**src/hdl/jsu_pkg.sv**
```systemverilog
// ----------------------------------------------------------------------------
// jsu_pkg
// Shared types, codes and helper functions of the JSON string unescaper.
// ----------------------------------------------------------------------------
`default_nettype none

package jsu_pkg;

   // Result kinds.
   localparam logic [1:0] KIND_DATA = 2'd0;
   localparam logic [1:0] KIND_END  = 2'd1;
   localparam logic [1:0] KIND_ERR  = 2'd2;

   // Error codes.
   localparam logic [2:0] ERR_NONE      = 3'd0;
   localparam logic [2:0] ERR_TRUNCATED = 3'd1;
   localparam logic [2:0] ERR_CONTROL   = 3'd2;
   localparam logic [2:0] ERR_BAD_HEX   = 3'd3;
   localparam logic [2:0] ERR_BAD_ESC   = 3'd4;

   // Decoder modes.
   localparam logic [1:0] MODE_NORMAL = 2'd0;
   localparam logic [1:0] MODE_ESC    = 2'd1;
   localparam logic [1:0] MODE_HEX    = 2'd2;
   localparam logic [1:0] MODE_IDLE   = 2'd3;

   // Characters with a meaning of their own.
   localparam logic [7:0] CH_QUOTE     = 8'h22;
   localparam logic [7:0] CH_BACKSLASH = 8'h5C;
   localparam logic [7:0] CH_SLASH     = 8'h2F;
   localparam logic [7:0] CH_LOWER_U   = 8'h75;
   localparam logic [7:0] CH_LOWER_B   = 8'h62;
   localparam logic [7:0] CH_LOWER_F   = 8'h66;
   localparam logic [7:0] CH_LOWER_N   = 8'h6E;
   localparam logic [7:0] CH_LOWER_R   = 8'h72;
   localparam logic [7:0] CH_LOWER_T   = 8'h74;
   localparam logic [7:0] CTRL_MAX     = 8'h1F;

   localparam logic [20:0] SUPP_BASE = 21'h10000;

   typedef struct packed {
      logic [7:0] data;
      logic [1:0] kind;
      logic [2:0] err;
   } item_type;

   typedef struct packed {
      logic [3:0][7:0] bytes;
      logic [2:0]      len;
   } utf8_type;

   // UTF-8 encoding of a code point of up to 21 bits; byte 0 goes out first.
   function automatic utf8_type utf8_encode(input logic [20:0] cp);
      utf8_type r;
      r.bytes = '0;
      if (cp < 21'h80) begin
         r.len      = 3'd1;
         r.bytes[0] = cp[7:0];
      end else if (cp < 21'h800) begin
         r.len      = 3'd2;
         r.bytes[0] = {3'b110, cp[10:6]};
         r.bytes[1] = {2'b10, cp[5:0]};
      end else if (cp < 21'h10000) begin
         r.len      = 3'd3;
         r.bytes[0] = {4'b1110, cp[15:12]};
         r.bytes[1] = {2'b10, cp[11:6]};
         r.bytes[2] = {2'b10, cp[5:0]};
      end else begin
         r.len      = 3'd4;
         r.bytes[0] = {5'b11110, cp[20:18]};
         r.bytes[1] = {2'b10, cp[17:12]};
         r.bytes[2] = {2'b10, cp[11:6]};
         r.bytes[3] = {2'b10, cp[5:0]};
      end
      return r;
   endfunction

   // Hex digit value; bit 4 is set when the byte is a hex digit.
   function automatic logic [4:0] hex_digit(input logic [7:0] b);
      logic [4:0] r;
      r = 5'd0;
      if (b >= 8'h30 && b <= 8'h39) begin
         r = {1'b1, b[3:0]};
      end else if ((b >= 8'h61 && b <= 8'h66) || (b >= 8'h41 && b <= 8'h46)) begin
         r = {1'b1, b[3:0] + 4'd9};
      end
      return r;
   endfunction

endpackage

`default_nettype wire

```
**src/hdl/json_string_unescape.sv**
```systemverilog
// ----------------------------------------------------------------------------
// json_string_unescape
// Decodes the body of a JSON string, one raw byte per transfer, into UTF-8
// bytes, an end item at the closing quote, or an error item.
// ----------------------------------------------------------------------------
//
//   channel  | direction | handshake            | payload
//   ---------+-----------+----------------------+------------------------------
//   req      | in        | req_valid/req_stall  | in_byte, start_req, end_of_input
//   rsp      | out       | rsp_valid/rsp_stall  | out_byte, kind, error_code, last
//
// An input byte is decoded in the cycle it is taken; its results (zero to four)
// go out of a four-entry result register, one per cycle while rsp_stall is low,
// from the next cycle. A byte with one result or none is taken every cycle while
// rsp_stall is low; a byte with more results holds the input as the register
// drains one per cycle. A new byte is taken in the cycle the last result leaves.
// Reset clears the mode and the \u state and empties the result register.
// rsp_stall freezes the current result, and req_stall stays high while a run waits.
`default_nettype none

module json_string_unescape
   import jsu_pkg::*;
(
   input  wire logic       clock,
   input  wire logic       reset,
   input  wire logic       req_valid,
   output logic            req_stall,
   input  wire logic [7:0] req_in_byte,
   input  wire logic       req_start_req,
   input  wire logic       req_end_of_input,
   output logic            rsp_valid,
   input  wire logic       rsp_stall,
   output logic [7:0]      rsp_out_byte,
   output logic [1:0]      rsp_kind,
   output logic [2:0]      rsp_error_code,
   output logic            rsp_last
);

   logic [1:0]  mode_ff, mode_in;
   logic [15:0] acc_ff, acc_in;
   logic [1:0]  cnt_ff, cnt_in;
   logic [15:0] pcode_ff, pcode_in;
   logic        pvalid_ff, pvalid_in;

   item_type [3:0] buf_ff, buf_in;
   logic [1:0]     lastidx_ff, lastidx_in;
   logic [1:0]     idx_ff, idx_in;
   logic           busy_ff, busy_in;

   logic req_fire, rsp_fire, run_done;

   // Current state as seen by this byte, after a start clears it.
   logic [1:0]  mode_cur;
   logic [15:0] acc_cur, pcode_cur;
   logic [1:0]  cnt_cur;
   logic        pvalid_cur;

   logic [4:0]  hexd;
   logic [15:0] acc_next;
   logic        join_pair;
   logic [20:0] joined_cp;
   logic        use_enc;
   utf8_type    enc;
   logic        has_tail;
   item_type    tail;
   logic [2:0]  enc_len, n_items;

   assign rsp_fire  = rsp_valid && !rsp_stall;
   assign run_done  = rsp_fire && (idx_ff == lastidx_ff);
   assign req_stall = busy_ff && !run_done;
   assign req_fire  = req_valid && !req_stall;

   assign mode_cur   = req_start_req ? MODE_NORMAL : mode_ff;
   assign acc_cur    = req_start_req ? 16'd0 : acc_ff;
   assign cnt_cur    = req_start_req ? 2'd0 : cnt_ff;
   assign pcode_cur  = req_start_req ? 16'd0 : pcode_ff;
   assign pvalid_cur = req_start_req ? 1'b0 : pvalid_ff;

   assign hexd      = hex_digit(req_in_byte);
   assign acc_next  = {acc_cur[11:0], hexd[3:0]};
   assign join_pair = pvalid_cur && (pcode_cur >= 16'hD800) && (pcode_cur <= 16'hDBFF)
                      && (acc_next >= 16'hDC00) && (acc_next <= 16'hDFFF);
   assign joined_cp = {1'b0, pcode_cur[9:0], acc_next[9:0]} + SUPP_BASE;

   always_comb begin
      mode_in   = mode_cur;
      acc_in    = acc_cur;
      cnt_in    = cnt_cur;
      pcode_in  = pcode_cur;
      pvalid_in = pvalid_cur;
      use_enc   = 1'b0;
      enc       = utf8_encode({5'd0, pcode_cur});
      has_tail  = 1'b0;
      tail      = '{data: 8'd0, kind: KIND_DATA, err: ERR_NONE};

      if (mode_cur == MODE_IDLE) begin
         // Nothing until the next start.
      end else if (req_end_of_input) begin
         has_tail  = 1'b1;
         tail      = '{data: 8'd0, kind: KIND_ERR,
                       err: (mode_cur == MODE_HEX) ? ERR_BAD_HEX : ERR_TRUNCATED};
         pvalid_in = 1'b0;
         mode_in   = MODE_IDLE;
      end else begin
         unique case (mode_cur)
            MODE_NORMAL: begin
               if (req_in_byte == CH_QUOTE) begin
                  use_enc   = pvalid_cur;
                  has_tail  = 1'b1;
                  tail      = '{data: 8'd0, kind: KIND_END, err: ERR_NONE};
                  pvalid_in = 1'b0;
                  mode_in   = MODE_IDLE;
               end else if (req_in_byte <= CTRL_MAX) begin
                  has_tail  = 1'b1;
                  tail      = '{data: 8'd0, kind: KIND_ERR, err: ERR_CONTROL};
                  pvalid_in = 1'b0;
                  mode_in   = MODE_IDLE;
               end else if (req_in_byte == CH_BACKSLASH) begin
                  mode_in = MODE_ESC;
               end else begin
                  use_enc   = pvalid_cur;
                  has_tail  = 1'b1;
                  tail      = '{data: req_in_byte, kind: KIND_DATA, err: ERR_NONE};
                  pvalid_in = 1'b0;
               end
            end
            MODE_ESC: begin
               use_enc   = pvalid_cur;
               has_tail  = 1'b1;
               pvalid_in = 1'b0;
               mode_in   = MODE_NORMAL;
               unique case (req_in_byte) inside
                  CH_LOWER_U: begin
                     use_enc   = 1'b0;
                     has_tail  = 1'b0;
                     pvalid_in = pvalid_cur;
                     mode_in   = MODE_HEX;
                     acc_in    = 16'd0;
                     cnt_in    = 2'd0;
                  end
                  CH_LOWER_B: tail.data = 8'h08;
                  CH_LOWER_F: tail.data = 8'h0C;
                  CH_LOWER_N: tail.data = 8'h0A;
                  CH_LOWER_R: tail.data = 8'h0D;
                  CH_LOWER_T: tail.data = 8'h09;
                  CH_QUOTE, CH_BACKSLASH, CH_SLASH: tail.data = req_in_byte;
                  default: begin
                     // Unknown escape letter: the pending value is dropped.
                     use_enc = 1'b0;
                     tail    = '{data: 8'd0, kind: KIND_ERR, err: ERR_BAD_ESC};
                     mode_in = MODE_IDLE;
                  end
               endcase
            end
            MODE_HEX: begin
               if (!hexd[4]) begin
                  has_tail  = 1'b1;
                  tail      = '{data: 8'd0, kind: KIND_ERR, err: ERR_BAD_HEX};
                  pvalid_in = 1'b0;
                  mode_in   = MODE_IDLE;
               end else begin
                  acc_in = acc_next;
                  if (cnt_cur == 2'd3) begin
                     cnt_in  = 2'd0;
                     mode_in = MODE_NORMAL;
                     if (join_pair) begin
                        use_enc   = 1'b1;
                        enc       = utf8_encode(joined_cp);
                        pvalid_in = 1'b0;
                     end else begin
                        // The old value goes out; the new one waits for what follows.
                        use_enc   = pvalid_cur;
                        pcode_in  = acc_next;
                        pvalid_in = 1'b1;
                     end
                  end else begin
                     cnt_in = cnt_cur + 2'd1;
                  end
               end
            end
            default: begin
               mode_in = MODE_IDLE;
            end
         endcase
      end
   end

   assign enc_len = use_enc ? enc.len : 3'd0;
   assign n_items = enc_len + {2'd0, has_tail};

   always_comb begin
      for (int i = 0; i < 4; i++) begin
         if (3'(i) < enc_len) begin
            buf_in[i] = '{data: enc.bytes[i], kind: KIND_DATA, err: ERR_NONE};
         end else begin
            buf_in[i] = tail;
         end
      end
      lastidx_in = 2'(n_items - 3'd1);
   end

   always_comb begin
      busy_in = busy_ff;
      idx_in  = idx_ff;
      if (run_done) begin
         busy_in = 1'b0;
      end else if (rsp_fire) begin
         idx_in = idx_ff + 2'd1;
      end
      // A byte taken as the last result leaves starts the next run right away.
      if (req_fire && n_items != 3'd0) begin
         busy_in = 1'b1;
         idx_in  = 2'd0;
      end
   end

   always_ff @(posedge clock) begin
      if (reset) begin
         mode_ff   <= MODE_NORMAL;
         acc_ff    <= 16'd0;
         cnt_ff    <= 2'd0;
         pcode_ff  <= 16'd0;
         pvalid_ff <= 1'b0;
         busy_ff   <= 1'b0;
         idx_ff    <= 2'd0;
      end else begin
         busy_ff <= busy_in;
         idx_ff  <= idx_in;
         if (req_fire) begin
            mode_ff   <= mode_in;
            acc_ff    <= acc_in;
            cnt_ff    <= cnt_in;
            pcode_ff  <= pcode_in;
            pvalid_ff <= pvalid_in;
         end
      end
   end

   always_ff @(posedge clock) begin
      if (req_fire && n_items != 3'd0) begin
         buf_ff     <= buf_in;
         lastidx_ff <= lastidx_in;
      end
   end

   assign rsp_valid      = busy_ff;
   assign rsp_out_byte   = buf_ff[idx_ff].data;
   assign rsp_kind       = buf_ff[idx_ff].kind;
   assign rsp_error_code = buf_ff[idx_ff].err;
   assign rsp_last       = (idx_ff == lastidx_ff);

   // The input is held back only while a run of results is waiting.
   a_stall_needs_run: assert property (@(posedge clock) disable iff (reset)
      req_stall |-> rsp_valid)
      else $error("req_stall high with no result waiting");

   // End and error items always close the run of their byte.
   a_end_err_last: assert property (@(posedge clock) disable iff (reset)
      (rsp_valid && rsp_kind != KIND_DATA) |-> rsp_last)
      else $error("end or error item not marked last");

   // A run that is not finished keeps going in the next cycle.
   a_run_continues: assert property (@(posedge clock) disable iff (reset)
      (rsp_fire && !rsp_last) |=> rsp_valid)
      else $error("result run broken off before its last item");

   // Error items carry a real code, other items none.
   a_err_code: assert property (@(posedge clock) disable iff (reset)
      rsp_valid |-> ((rsp_kind == KIND_ERR) == (rsp_error_code != ERR_NONE)))
      else $error("error code does not match result kind");

endmodule

`default_nettype wire
```
**config.mk**
```make
export PLATFORM = sky130hd
export DESIGN_NAME = json_string_unescape
export DESIGN_NICKNAME = d
export VERILOG_FILES = /design/src/hdl/jsu_pkg.sv /design/src/hdl/json_string_unescape.sv
export SDC_FILE = /design/constraint.sdc
export NUM_CORES = 1
export LEC_CHECK = 0
export ABC_AREA = 1
export BUFFER_PORTS_ARGS = -buffer_cell sky130_fd_sc_hd__buf_2
export CORE_UTILIZATION = 44
export CTS_CLUSTER_SIZE = 8
export DETAILED_ROUTE_END_ITERATION = 7
export GPL_TIMING_DRIVEN = 0
export PLACE_DENSITY = 0.59
export SLEW_MARGIN = 30
export SYNTH_ARGS = -nofsm -noshare
export SYNTH_HDL_FRONTEND = slang
export SYNTH_SLANG_ARGS = --single-unit
```
**constraint.sdc**
```tcl
create_clock -name clock -period 11.1 [get_ports clock]
set_clock_uncertainty 0.05 [all_clocks]
set_input_delay 0 -clock clock [delete_from_list [all_inputs] [get_ports clock]]
set_output_delay 0 -clock clock [all_outputs]
set_load 0.01 [all_outputs]
```
==> results.md <==
- Leakage power: 3.33 nW
- CTS Sinks: 90
- FFs w/ async S/R, synth: 0%
- Worst Hold Path Cells: 4
- Worst EP required: between 10 and 15 ns
- Slew HR: between 50% and 60%
- Worst-path maximum fanout: 54
- Vias after detailed routing: 6525
- Final period util: 39.5%
- Final min period: about 4.4 ns
- WS Path Type: reg2reg
- Fin util: about half
- FF-to-FF End: buf_ff[15]
- Power share of the clock group: about a third
- Synth area leader: edfxtp_1
- Max Slew Vio Count: 0
- Drt wl/cell: between 15 and 20 um
- Clock slew at reported path FFs: around 0.070 ns
- Layout area overhead: 10.3%
- DP HPWL: 16.3 mm
- Slowest library cell on the worst path: inv_4
- Comb pwr share: 22.8%
- Setup WS pre-CTS: between 6 and 7 ns
- Flop2flop setup slack: 6.72 ns
- GRT Total Usage: 29.0%
- Max-cap violations: 0
- Measured slew at the worst slew-check pin: 0.667 ns
- Row count: between 40 and 50
- RSZ-0062 raised after global routing: false
- Core area: 14500 um^2
- Die area: around 15000 um^2
- Top post-synthesis cells by area: edfxtp_1 (25%), nand2_1 (14%), dfxtp_1 (11%)
- F_max: approximately 230 MHz
- Mean Syn Cell Area: 6.88 um^2
- Register area: 2340 um^2
- Gr ovfl total: 0
- Worst r2r path cells: 20
- Synthesized area: roughly 6500 um^2
- CTS tree: built
- Critical Path Start Type: flip-flop
- Synth Area in Compound Gates: 17.3%
- Placed cell areas: 6910 um^2
- Die span in y: about 120 um
- Sw power: slightly below 0.3 mW
- Flops & latches, synth: 90
- Number of flops mapped to enable cells by yosys: 54
- Sequential fraction of the synthesis area: a little over a third
- Top-area cell type share of the netlist area: about a quarter
- Synth Warn #: 0
- DRC Markers: 0
- Max clock buf depth: 2
- CP Capture Type: flip-flop
- CP startpoint: pcode_ff[6]
- Htree depth: 3
- Antenna Diode Count: 0
- Total negative slack: 0 ns
- Layout Nets: around 1000
- Critical path endpoint: buf_ff[15]
- Worst hold path class: in2reg
- Xor-xnor portion of the synthesized cell area: less than 1%
- Final Setup Violations: 0
- Antenna Nets Post-Route: 0
- Ys flop type: edfxtp_1
- First-pass GRT wire length: roughly 33 mm
- Cells after Synth: between 900 and 1000
- Placer Congestion: roughly 0.98
- Vias in the first global route: a little under 6000
- PwrDens: 128 nW/um^2
- Simple-gate share of the synthesized area: around 33%
- Drt initial violations: 568
- Status: completed
- Worst skew pair latency: around 0.36 ns
- Largest family of logic cells by synthesized area: simple AND/OR/NAND/NOR gates
- Slowest Stage Delay on Critical Path: 0.49 ns
- Antenna violations before repair: 0
- Root Buffer: clkbuf_16
- Library cells used by synthesis: 42
- Largest net degree at the start of global routing: 55
- Worst R2R Start: pcode_ff[6]
- Layout cell share with drive strength beyond 1: roughly an eighth
- Final wirelength: 21.1 mm
- Post-synthesis adder-cell area fraction: approximately 2.7%
- Final Cell Area: between 7000 and 8000 um^2
- Vias per cell: ~5.5
- Chip width: between 100 and 150 um
- CTS Buf Count: 9
- Area occupied by multi-input gates: about 3500 um^2
- Mux contribution to synthesized area: 0%
- Cell Chain, Critical Path: inv_1, nor2_2, clkbuf_1, inv_1, ha_1, inv_1, nand3_1, nor2_2, buf_6, nand4_1, nand3_1, nand2_1, nor2_1, ha_1, ha_1, inv_1, ha_1, nand3_1, nand2_1, inv_4
- Syn nets: approximately 980
- P_int: 0.628 mW
- CP arrival: ~4.3 ns
- DRT Pass-1 Iters: 5
- Sw frac: about a third
- Commonest cells in the netlist: nand2_1 (238), inv_1 (108), nor2_1 (102), o21ai_0 (97), nand3_1 (58)
- Top-count cell post-synth: nand2_1
- # fillers: between 1500 and 2000
- Final Hold Vio Count: 0
- Peak VDD IR: roughly 0.063 mV
- Initial Utilization: between 40% and 50%
- Setup ws final: ~6.7 ns
- Reg power frac: a little over two fifths
- PortBufs: 27
- Post_cts resized: 0
- IO Pins: 30
## critical path: cells and delay by family, from the launching register on
family,cells,cell delay [ns]
flip-flops,1,0.33
adder cells (fa/ha/maj),4,0.81
AND/OR/NAND/NOR,9,1.25
buffers and inverters,7,1.51
## worst min-delay path by stage
stage	start	to	slack (ns)
finish	req_start_req	acc_ff[10]	0.03
global route	req_end_of_input	cnt_ff[1]	0.09
CTS	reset	pcode_ff[2]	0.03
detailed placement	rsp_stall	idx_ff[0]	0.26
global placement	rsp_stall	idx_ff[0]	0.27
floorplan	rsp_stall	idx_ff[0]	0.14
## flip-flops by register name, indices dropped and copies added, names as in the netlist
register    cells
idx_ff          2
mode_ff         2
buf_ff         52
pcode_ff       16
pvalid_ff       1
lastidx_ff      2
cnt_ff          2
acc_ff         12
rsp_valid       1
## cell type report
class | instances | share of cell area (%)
tap | 184 | 3.19
clock buffer | 10 | 3.17
clock inverter | 6 | 0.936
buffer | 37 | 2.93
timing repair buffer | 28 | 2.01
sequential | 90 | 32.4
inverter | 120 | 6.31
multi-input combinational | 704 | 49.0
## per-stage QoR
stage	std cells	hold WS (ns)	power, mW
floorplan	951	0.143	0.555
CTS	1179	0.0301	0.928
finish	1179	0.0350	0.926
global route	1179	0.0944	0.969
global placement	1162	0.268	0.621
detailed placement	1162	0.263	0.621
## routing by layer
layer | global-route usage, % | vias to the layer above | share of wire [%]
li1 | - | 3250 | -
met1 | 39.2 | 2985 | 45
met2 | 45.8 | 241 | 45
met3 | 3.62 | 49 | 5.7
met4 | 14.4 | 0 | 3.9
met5 | 0 | - | 0
## cell usage in the layout, fill, tap and decap left out, drive strengths merged, types with 2 or more instances in the layout
cell type / n
xnor2: 2
clkbuf: 30
o21ai: 107
a21oi: 55
clkinvlp: 2
and2: 2
buf: 44
xor2: 4
dfxtp: 36
nor2: 117
o221ai: 3
clkinv: 4
nand3: 69
edfxtp: 54
nand3b: 3
a31oi: 7
o22ai: 21
nor3: 12
nand4: 20
ha: 14
inv: 119
o2111ai: 2
o211ai: 8
nand2: 256
## logic make-up after synthesis
kind of cell / Yosys count
compound gates: 205
xor+xnor: 6
fa+ha+maj: 14
flops: 90
buf+inv: 157
simple gates: 479
## power groups by stage
| stage | logic [mW] | registers [mW] | clock network (mW) |
|---|---|---|---|
| 3_3_place_gp | 0.208 | 0.413 | 0 |
| 2_1_floorplan | 0.145 | 0.410 | 0 |
| 4_1_cts | 0.209 | 0.405 | 0.314 |
| 6_report | 0.211 | 0.405 | 0.309 |
| 3_5_place_dp | 0.208 | 0.413 | 0 |
| 5_1_grt | 0.235 | 0.409 | 0.324 |
## timing repair
action	in CTS	in global routing
endpoints found under the setup margin	0	0
hold endpoints to repair	2	0
buffers inserted	0	0
hold buffers	1	0
No activity file was read; power rests on OpenSTA's default activity.
